## config.mk

```make
export PLATFORM = sky130hd
export DESIGN_NAME = size_budget_lfu_cache_directory
export DESIGN_NICKNAME = d
export VERILOG_FILES = /design/src/hw/rtl/sblfu_pkg.sv /design/src/hw/rtl/sblfu_mem.sv /design/src/hw/rtl/size_budget_lfu_cache_directory.sv
export SDC_FILE = /design/constraint.sdc
export NUM_CORES = 2
export LEC_CHECK = 0
export BUFFER_PORTS_ARGS = -buffer_cell sky130_fd_sc_hd__buf_4
export CAP_MARGIN = 10
export CELL_PAD_IN_SITES_DETAIL_PLACEMENT = 1
export CELL_PAD_IN_SITES_GLOBAL_PLACEMENT = 1
export CORE_ASPECT_RATIO = 0.8
export CORE_UTILIZATION = 52
export CTS_CLUSTER_SIZE = 8
export DETAILED_ROUTE_END_ITERATION = 8
export PLACE_DENSITY_LB_ADDON = 0.1
export REMOVE_ABC_BUFFERS = 1
export SLEW_MARGIN = 20
export SYNTH_ARGS = -nofsm -noshare
export SYNTH_HDL_FRONTEND = slang
export SYNTH_SLANG_ARGS = --single-unit
```

## constraint.sdc

```tcl
create_clock -name i_clk -period 13.2 [get_ports i_clk]
set_input_delay 1.98 -clock i_clk [delete_from_list [all_inputs] [get_ports i_clk]]
set_output_delay 1.98 -clock i_clk [all_outputs]
set_load 0.03 [all_outputs]
```

## src/hw/rtl/sblfu_pkg.sv

```systemverilog
// shared types and constants for the size-budgeted lfu cache directory
// no dependencies
package sblfu_pkg;
    localparam int Entries = 16;
    localparam int IdxW    = $clog2(Entries);
    localparam int CntW    = $clog2(Entries + 1);
    localparam int KeyW    = 32;
    localparam int StampW  = 32;
    localparam int SizeW   = 24;
    localparam int UsesW   = 32;
    localparam int TotW    = 28;
    localparam int StatW   = 3;
    localparam int EntW    = KeyW + SizeW + StampW + UsesW + 1;

    localparam logic [StatW-1:0] StMiss   = 3'd0;
    localparam logic [StatW-1:0] StHit    = 3'd1;
    localparam logic [StatW-1:0] StStale  = 3'd2;
    localparam logic [StatW-1:0] StStored = 3'd3;
    localparam logic [StatW-1:0] StReject = 3'd4;

    localparam logic [TotW-1:0] BudgetReset = 28'd1048576;

    typedef struct packed {
        logic [KeyW-1:0]   key;
        logic [SizeW-1:0]  size;
        logic [StampW-1:0] stamp;
        logic [UsesW-1:0]  uses;
        logic              stale;
    } t_entry;

    typedef struct packed {
        logic            we;
        logic [IdxW-1:0] waddr;
        t_entry          wdata;
        logic [IdxW-1:0] raddr;
    } t_mem_req;
endpackage

```

## src/hw/rtl/sblfu_mem.sv

```systemverilog
// entry memory of the directory, one write and one registered read port
// depends on sblfu_pkg
module sblfu_mem (
    input  logic                i_clk,
    input  sblfu_pkg::t_mem_req i_req,
    output sblfu_pkg::t_entry   o_rdata
);
    import sblfu_pkg::*;

    t_entry r_mem [Entries];
    t_entry r_rdata;

    always_ff @(posedge i_clk) begin
        if (i_req.we) begin
            r_mem[i_req.waddr] <= i_req.wdata;
        end
        r_rdata <= r_mem[i_req.raddr];
    end

    assign o_rdata = r_rdata;
endmodule

```

## src/hw/rtl/size_budget_lfu_cache_directory.sv

```systemverilog
// size-budgeted lfu cache directory: sequencer around the entry memory
// depends on sblfu_pkg and sblfu_mem
//
// channel   dir  content
// s_axis    in   tdata {obj_size, stamp, key} tuser action
// m_axis    out  tdata {bytes_used, slot, status}
// cfg       in   i_cfg_we / i_cfg_wdata: byte budget
//
// one item at a time; every pass over the directory reads one entry a cycle
// from the memory through its registered read port
// get and set on a known key: lookup and update; set on a new key:
// lookup, purge, up to three eviction scans, purge, append
// reset clears count and total and reloads the default budget; no clearing pass
// the output register holds a result until taken; no new item meanwhile
module size_budget_lfu_cache_directory (
    input  logic         i_clk,
    input  logic         i_rst_n,
    input  logic         i_cfg_we,
    input  logic [27:0]  i_cfg_wdata,
    input  logic         s_axis_tvalid,
    output logic         s_axis_tready,
    input  logic [87:0]  s_axis_tdata,   // key, stamp, obj_size
    input  logic         s_axis_tuser,   // action
    output logic         m_axis_tvalid,
    input  logic         m_axis_tready,
    output logic [39:0]  m_axis_tdata    // status, slot, bytes_used, zero pad
);
    import sblfu_pkg::*;

    typedef enum logic [9:0] {
        S_IDLE  = 10'b0000000001,
        S_FIND  = 10'b0000000010,
        S_HIT   = 10'b0000000100,
        S_PURGE = 10'b0000001000,
        S_CHK   = 10'b0000010000,
        S_EV1   = 10'b0000100000,
        S_EV2   = 10'b0001000000,
        S_EV3   = 10'b0010000000,
        S_APP   = 10'b0100000000,
        S_OUT   = 10'b1000000000
    } t_state;

    t_state             r_state;
    logic [TotW-1:0]    r_budget;
    logic [CntW-1:0]    r_count;
    logic [TotW-1:0]    r_total;
    logic               r_act;
    logic [KeyW-1:0]    r_key;
    logic [StampW-1:0]  r_stamp;
    logic [SizeW-1:0]   r_size;
    logic [CntW-1:0]    r_rd;      // read pointer issued
    logic [CntW-1:0]    r_ix;      // index of the entry in rdata
    logic               r_dv;      // rdata valid
    logic [CntW-1:0]    r_wr;      // compaction write pointer
    logic [IdxW-1:0]    r_hidx;
    logic               r_have;
    logic [UsesW-1:0]   r_best;
    logic [IdxW-1:0]    r_vict;
    logic [SizeW:0]     r_freed;
    logic               r_done;
    logic               r_pass;    // purge: 0 stale only, 1 stale or victim marks
    logic [Entries-1:0] r_mark;
    logic [StatW-1:0]   r_status;
    logic [IdxW-1:0]    r_slot;
    logic               r_ovalid;

    t_mem_req mreq;
    t_entry   rdata;

    sblfu_mem u_mem (.i_clk(i_clk), .i_req(mreq), .o_rdata(rdata));

    logic            last_rd;
    logic [IdxW-1:0] ixi;
    logic [TotW:0]   upd_sum;
    logic [TotW:0]   app_sum;
    logic            drop;

    assign ixi      = r_ix[IdxW-1:0];
    assign last_rd  = (r_rd == r_count);
    assign upd_sum  = {1'b0, r_total} - {{(TotW-SizeW+1){1'b0}}, rdata.size}
                      + {{(TotW-SizeW+1){1'b0}}, r_size};
    assign app_sum  = {1'b0, r_total} + {{(TotW-SizeW+1){1'b0}}, r_size};
    assign drop     = rdata.stale || (r_pass && r_mark[ixi]);

    assign s_axis_tready = (r_state == S_IDLE) && !r_ovalid;
    assign m_axis_tvalid = r_ovalid;
    assign m_axis_tdata  = {5'b0, r_total, r_slot, r_status};

    always_comb begin
        mreq       = '0;
        mreq.raddr = r_rd[IdxW-1:0];
        mreq.wdata = rdata;
        case (r_state)
            S_FIND: begin
                // re-read the matching entry for the update
                if (r_dv && rdata.key == r_key) begin
                    mreq.raddr = ixi;
                end
            end
            S_HIT: begin
                mreq.waddr = r_hidx;
                if (r_act == 1'b0) begin
                    if (rdata.size != r_size || rdata.stamp != r_stamp) begin
                        mreq.we = 1'b1;
                        mreq.wdata.stale = 1'b1;
                    end else begin
                        mreq.we = 1'b1;
                        if (rdata.uses != '1) begin
                            mreq.wdata.uses = rdata.uses + 1'b1;
                        end
                    end
                end else if (upd_sum <= {1'b0, r_budget}) begin
                    mreq.we = 1'b1;
                    mreq.wdata.size  = r_size;
                    mreq.wdata.stamp = r_stamp;
                    mreq.wdata.stale = 1'b0;
                end
            end
            S_PURGE: begin
                mreq.waddr = r_wr[IdxW-1:0];
                mreq.wdata.stale = 1'b0;
                mreq.we = r_dv && !drop;
            end
            S_APP: begin
                mreq.waddr = r_count[IdxW-1:0];
                mreq.wdata = '{key: r_key, size: r_size, stamp: r_stamp,
                               uses: '0, stale: 1'b0};
                mreq.we = (app_sum <= {1'b0, r_budget}) &&
                          (r_count < CntW'(Entries));
            end
            default: ;
        endcase
    end

    always_ff @(posedge i_clk) begin
        if (!i_rst_n) begin
            r_state  <= S_IDLE;
            r_budget <= BudgetReset;
            r_count  <= '0;
            r_total  <= '0;
            r_ovalid <= 1'b0;
        end else begin
            if (i_cfg_we) begin
                r_budget <= i_cfg_wdata;
            end
            if (r_ovalid && m_axis_tready) begin
                r_ovalid <= 1'b0;
            end
            r_dv <= 1'b0;
            unique case (r_state)
                S_IDLE: begin
                    if (s_axis_tvalid && s_axis_tready) begin
                        r_act   <= s_axis_tuser;
                        r_key   <= s_axis_tdata[31:0];
                        r_stamp <= s_axis_tdata[63:32];
                        r_size  <= s_axis_tdata[87:64];
                        r_rd    <= '0;
                        r_status <= StMiss;
                        r_slot  <= '0;
                        r_state <= S_FIND;
                    end
                end
                S_FIND: begin
                    // scan keys, first match wins
                    if (r_dv && rdata.key == r_key) begin
                        r_hidx  <= ixi;
                        r_rd    <= CntW'(ixi);
                        r_state <= S_HIT;
                    end else if (last_rd && !r_dv) begin
                        if (r_act == 1'b0) begin
                            r_state <= S_OUT;
                        end else begin
                            r_rd <= '0; r_wr <= '0; r_pass <= 1'b0;
                            r_state <= S_PURGE;
                        end
                    end else if (!last_rd) begin
                        r_rd <= r_rd + 1'b1;
                        r_ix <= r_rd;
                        r_dv <= 1'b1;
                    end
                end
                S_HIT: begin
                    // rdata holds the matching entry, read again on the match cycle
                    if (r_act == 1'b0) begin
                        if (rdata.size != r_size || rdata.stamp != r_stamp) begin
                            r_status <= StStale;
                        end else begin
                            r_status <= StHit;
                            r_slot   <= r_hidx;
                        end
                    end else if (upd_sum <= {1'b0, r_budget}) begin
                        r_total  <= upd_sum[TotW-1:0];
                        r_status <= StStored;
                        r_slot   <= r_hidx;
                    end else begin
                        r_status <= StReject;
                    end
                    r_state <= S_OUT;
                end
                S_PURGE: begin
                    if (r_dv) begin
                        if (drop) begin
                            r_total <= r_total - TotW'(rdata.size);
                        end else begin
                            r_wr <= r_wr + 1'b1;
                        end
                    end
                    if (!last_rd) begin
                        r_rd <= r_rd + 1'b1;
                        r_ix <= r_rd;
                        r_dv <= 1'b1;
                    end else if (!r_dv) begin
                        r_count <= r_wr;
                        r_state <= (r_pass) ? S_APP : S_CHK;
                    end
                end
                S_CHK: begin
                    r_mark <= '0;
                    r_have <= 1'b0;
                    r_rd   <= '0;
                    r_state <= (app_sum > {1'b0, r_budget}) ? S_EV1 : S_APP;
                end
                S_EV1: begin
                    // least uses among entries at least obj_size, first wins
                    if (r_dv && rdata.size >= r_size &&
                        (!r_have || rdata.uses < r_best)) begin
                        r_have <= 1'b1;
                        r_best <= rdata.uses;
                        r_vict <= ixi;
                    end
                    if (!last_rd) begin
                        r_rd <= r_rd + 1'b1;
                        r_ix <= r_rd;
                        r_dv <= 1'b1;
                    end else if (!r_dv) begin
                        r_rd <= '0;
                        if (r_have) begin
                            r_mark[r_vict] <= 1'b1;
                            r_wr <= '0; r_pass <= 1'b1;
                            r_state <= S_PURGE;
                        end else if (r_count == '0) begin
                            r_state <= S_APP;
                        end else begin
                            r_state <= S_EV2;
                        end
                    end
                end
                S_EV2: begin
                    // global minimum of use counts
                    if (r_dv && (r_ix == '0 || rdata.uses < r_best)) begin
                        r_best <= rdata.uses;
                    end
                    if (!last_rd) begin
                        r_rd <= r_rd + 1'b1;
                        r_ix <= r_rd;
                        r_dv <= 1'b1;
                    end else if (!r_dv) begin
                        r_rd <= '0;
                        r_freed <= '0;
                        r_done <= 1'b0;
                        r_state <= S_EV3;
                    end
                end
                S_EV3: begin
                    if (r_dv && !r_done && rdata.uses <= r_best) begin
                        if (r_freed >= {1'b0, r_size}) begin
                            r_done <= 1'b1;
                        end else begin
                            r_mark[ixi] <= 1'b1;
                            r_freed <= r_freed + {1'b0, rdata.size};
                        end
                    end
                    if (!last_rd) begin
                        r_rd <= r_rd + 1'b1;
                        r_ix <= r_rd;
                        r_dv <= 1'b1;
                    end else if (!r_dv) begin
                        r_rd <= '0; r_wr <= '0; r_pass <= 1'b1;
                        r_state <= S_PURGE;
                    end
                end
                S_APP: begin
                    if (mreq.we) begin
                        r_total  <= app_sum[TotW-1:0];
                        r_count  <= r_count + 1'b1;
                        r_status <= StStored;
                        r_slot   <= r_count[IdxW-1:0];
                    end else begin
                        r_status <= StReject;
                    end
                    r_state <= S_OUT;
                end
                S_OUT: begin
                    r_ovalid <= 1'b1;
                    r_state  <= S_IDLE;
                end
                default: r_state <= S_IDLE;
            endcase
        end
    end

    a_count_range: assert property (@(posedge i_clk) disable iff (!i_rst_n)
        r_count <= CntW'(Entries)) else $error("entry count out of range");
    a_out_hold: assert property (@(posedge i_clk) disable iff (!i_rst_n)
        r_ovalid && !m_axis_tready |=> r_ovalid && $stable(r_total))
        else $error("result changed while stalled");
    a_no_accept_busy: assert property (@(posedge i_clk) disable iff (!i_rst_n)
        r_state != S_IDLE |-> !s_axis_tready) else $error("accept while busy");
    a_reject_slot: assert property (@(posedge i_clk) disable iff (!i_rst_n)
        r_ovalid && r_status == StReject |-> r_slot == '0)
        else $error("reject carries a slot");
endmodule

```

==> flow_summary.toml <==
[run_status]
result_of_the_run = "finished, final reports clean"

[global_route]
initial_antenna_violation_count = 9
gr-total-overflow = 0
grt_pass1_wl_um = 450000
grt_pass1_vias = 67900
grtUsageTotal_pct = 32.0
largest_net_degree_at_the_start_of_global_routing = 199

[clock_network]
cts_made_buffers = 341
post_cts_resize_count = 0
clock_tree.htree_level_count = 5
ctsHoldBuffers = 0
cts_setup_buffers = 0
clk_pin_slew_ns = 0.05
tritoncts_num_sinks = 2325
cts.path.max_buffers = 4
clock-root-buffer = "sky130_fd_sc_hd__clkbuf_16"
clock_tree_from_tritoncts = "built"
clk_latency_ns = 0.96

[floorplanning]
die_height_um = 391
die-area_um2 = 191000
initial_core_util_pct = 52.5
floorplan.io_pins = 164
core.rowCount = 142
floorplan.core_area_um2 = 188000
die_w_um = 489

[yosys]
fraction_of_post_synthesis_cell_area_in_the_top_cell_type_by_area_pct = 65.0
synth_xor_area_share_pct = 1.48
synth_top_family_by_area = "simple AND/OR/NAND/NOR gates"
synthesis.instances = 7627
netlist-cell-type-count = 86
post_synth_and_or_nand_nor_area_fraction_pct = 11.4
syn-cell-area_um2 = 98500
number_of_enable_type_register_cells_in_the_synthesized_netlist = 2132
yosys_warnings = 0
synth.yosys.seq_area_share_pct = 68.9
compound_cell_area_share_of_the_yosys_netlist_pct = 8.25
mean_post_synth_cell_area_um2 = 12.9
yosys_register_bits = 2325
synth_adder_area_share_pct = 3.70
postSynth.asyncResetShare_pct = 0
synthMuxAreaShare_pct = 3.66
synthDominantAreaCellType = "sky130_fd_sc_hd__edfxtp_1"
postSynth.topFlopCell = "sky130_fd_sc_hd__edfxtp_1"
yosys-top-cells-area = "sky130_fd_sc_hd__edfxtp_1 65%, sky130_fd_sc_hd__nand2_1 6.5%, sky130_fd_sc_hd__a21oi_1 4.4%"

[drt]
first_iter_violations = 6169
drt_wl_total_um = 308000
detailroute.wirelength.met3_um = 22600
dr.max_layer_used = "met5"
vias_after_detailed_routing = 65900
drt_first_pass_iters = 7
postRouteAntennaNets = 0
routed_wire_length_per_instance_um = 29.0
drc = 0
route.detailed.vias_per_inst = 6.21
m1WireLength_um = 133000
routed-wl-met2_um = 144000

[cells_and_area]
num-fill-cells = 18200
layout_commonest_cell = "sky130_fd_sc_hd__edfxtp_1"
layout.cells.most_common_list = "2,132 x sky130_fd_sc_hd__edfxtp_1, 1,709 x sky130_fd_sc_hd__nand2_1, 868 x sky130_fd_sc_hd__a21oi_1"
finalInstanceArea_um2 = 112000
areaGrowthSynthToFinish_pct = 13.7
drive_above_1_share_pct = 9.41
nNetsFinal = 8280
final_core_util_pct = 59.7

[worst_setup_path]
setup.worst_path.start_class = "register"
r2r-start = "r_size[0]"
worst_r2r_path_depth = 25
worst_ep_required_time_ns = 13.70
cp_slowest_cell = "sky130_fd_sc_hd__and2_4"
r2r_slack_ns = 3.60
worst_setup_path_startpoint = "r_size[0]"
setup.worst_path.class = "register to register"
cp_max_fo = 51
regToRegEndpoint = "u_mem.r_mem[1][97]"
cpMostUsedCell = "sky130_fd_sc_hd__inv_1"
cp_slowest_stage_delay_ns = 0.94
worst-endpoint-arrival_ns = 10.10
critPathCapture = "u_mem.r_mem[1][97]"
critical_path_endpoint_category = "register"

[placed_design]
post-place-ws_ns = 3.79
port_buffers = 158
hpwlAfterDp_um = 175000
postPlaceCellArea_um2 = 102000
routabilityCongestion = 0.890

[power]
leakagePower_nw = 41.4
report.power.total_mw = 18.9
irDropWorstVdd_uv = 137
powerDensity_nw_per_um2 = 169

[sta]
clock-skew-final_ns = 0.0926
grt_setup_unrepaired = "false"
timing.final.hold_violations = 0
max_slew_margin_pct = 23.1
setup_slack_ns = 3.60
final-setup-viol-count = 0
final.min_clock_period_ns = 9.60
fin_setup_tns_ns = 0
drv_slew = 0
max_clock_freq_mhz = 104
post-route-period-util_pct = 72.8
slew_at_the_pin_closest_to_its_max_slew_limit_ns = 1.15

[job]
max_cap_violations = 0

[min_path]
hp-class = "register to register"
==> through the flow <==
stage / cells / hold WS, ns
5_1_grt: 10600 / 0.528
6_report: 10600 / 0.499
4_1_cts: 10600 / 0.506
3_5_place_dp: 10100 / 0.492
3_3_place_gp: 10100 / 0.475
2_1_floorplan: 7270 / 0.460
==> report_power, final <==
part / switching, mW / total [mW] / internal, mW
clock: 3.08 / 7.92 / 4.84
combinational: 1.62 / 2.35 / 0.731
sequential: 0.171 / 8.68 / 8.51
total: 4.87 / 18.9 / 14.1
==> state kept, by name, indices dropped and copies added, names as in the netlist, 3 cells and up <==
| signal | count |
|---|---|
| r_hidx | 4 |
| u_mem.o_rdata | 121 |
| r_state | 10 |
| r_vict | 4 |
| r_wr | 5 |
| r_rd | 5 |
| r_key | 32 |
| r_stamp | 32 |
| r_ix | 5 |
| r_size | 24 |
| u_mem.r_mem | 1936 |
| r_budget | 28 |
| r_freed | 25 |
| r_slot | 4 |
| r_best | 32 |
| r_count | 5 |
| r_status | 3 |
| r_mark | 16 |
| r_total | 28 |
==> cell families after synthesis <==
logic type	Yosys count
DFF	2325
adders and majority gates	275
other	1
xor gates and xnor gates	166
AOI/OAI and AO/OA	1414
and+or+nand+nor	2506
buffers and inverters	589
muxes	351
==> worst min path at each step <==
| stage | startpoint | endpoint | slack, ns | depth (start not counted) |
|---|---|---|---|---|
| final | r_budget[13] | r_budget[13] | 0.50 | 2 |
| after global routing | r_budget[12] | r_budget[12] | 0.53 | 2 |
| after CTS | r_budget[2] | r_budget[2] | 0.51 | 2 |
| after detailed placement | r_pass | r_state[4] | 0.49 | 1 |
| after global placement | r_budget[16] | r_budget[16] | 0.48 | 2 |
| after floorplan | r_budget[10] | r_budget[10] | 0.46 | 2 |
==> metal layers <==
layer | vias to the layer above | global-route usage, %
met1 | 34100 | 46.0
met2 | 2634 | 50.6
met5 | - | 0
li1 | 28600 | -
met4 | 8 | 8.62
met3 | 498 | 5.00
==> synth_stat cells (all sizes together), types with 15 or more instances <==
cell type	instances
edfxtp	2132
nand2	1718
a21oi	869
mux2i	312
or4	250
ha	248
inv	228
dfxtp	193
nor2	190
buf	183
clkbuf	178
o22ai	141
xnor2	108
o21ai	95
nand3	68
a21o	65
xor2	58
nand4	49
nor3	45
mux2	35
nor2b	34
a211oi	30
and3	29
o211ai	29
o21a	28
fa	27
nand2b	27
a31oi	26
and2	24
nor4	20
o31ai	17
a22oi	15
==> worst max-delay path: cells and delay by family (launching register included) <==
family                   cells  cell delay [ns]
buffers and inverters        5             1.23
XOR/XNOR                     1             0.19
flip-flops                   1             0.45
AND/OR/NAND/NOR              7             2.55
AO/OA/AOI/OAI                8             3.46
adder cells (fa/ha/maj)      4             1.26
==> cell type report <==
class / count / area, um^2 / area share, %
flip-flops and latches: 2325 / 67900 / 60.6
multi-input cells: 4717 / 28400 / 25.3
clock buffers: 544 / 9470 / 8.45
well taps: 2520 / 3150 / 2.81
repair buffers: 270 / 2240 / 2.00
inverters: 228 / 856 / 0.764
clock inverters: 6 / 71.3 / 0.0636
diodes: 2 / 5.00 / 0.00447
Power figures use the tool's default switching activity.
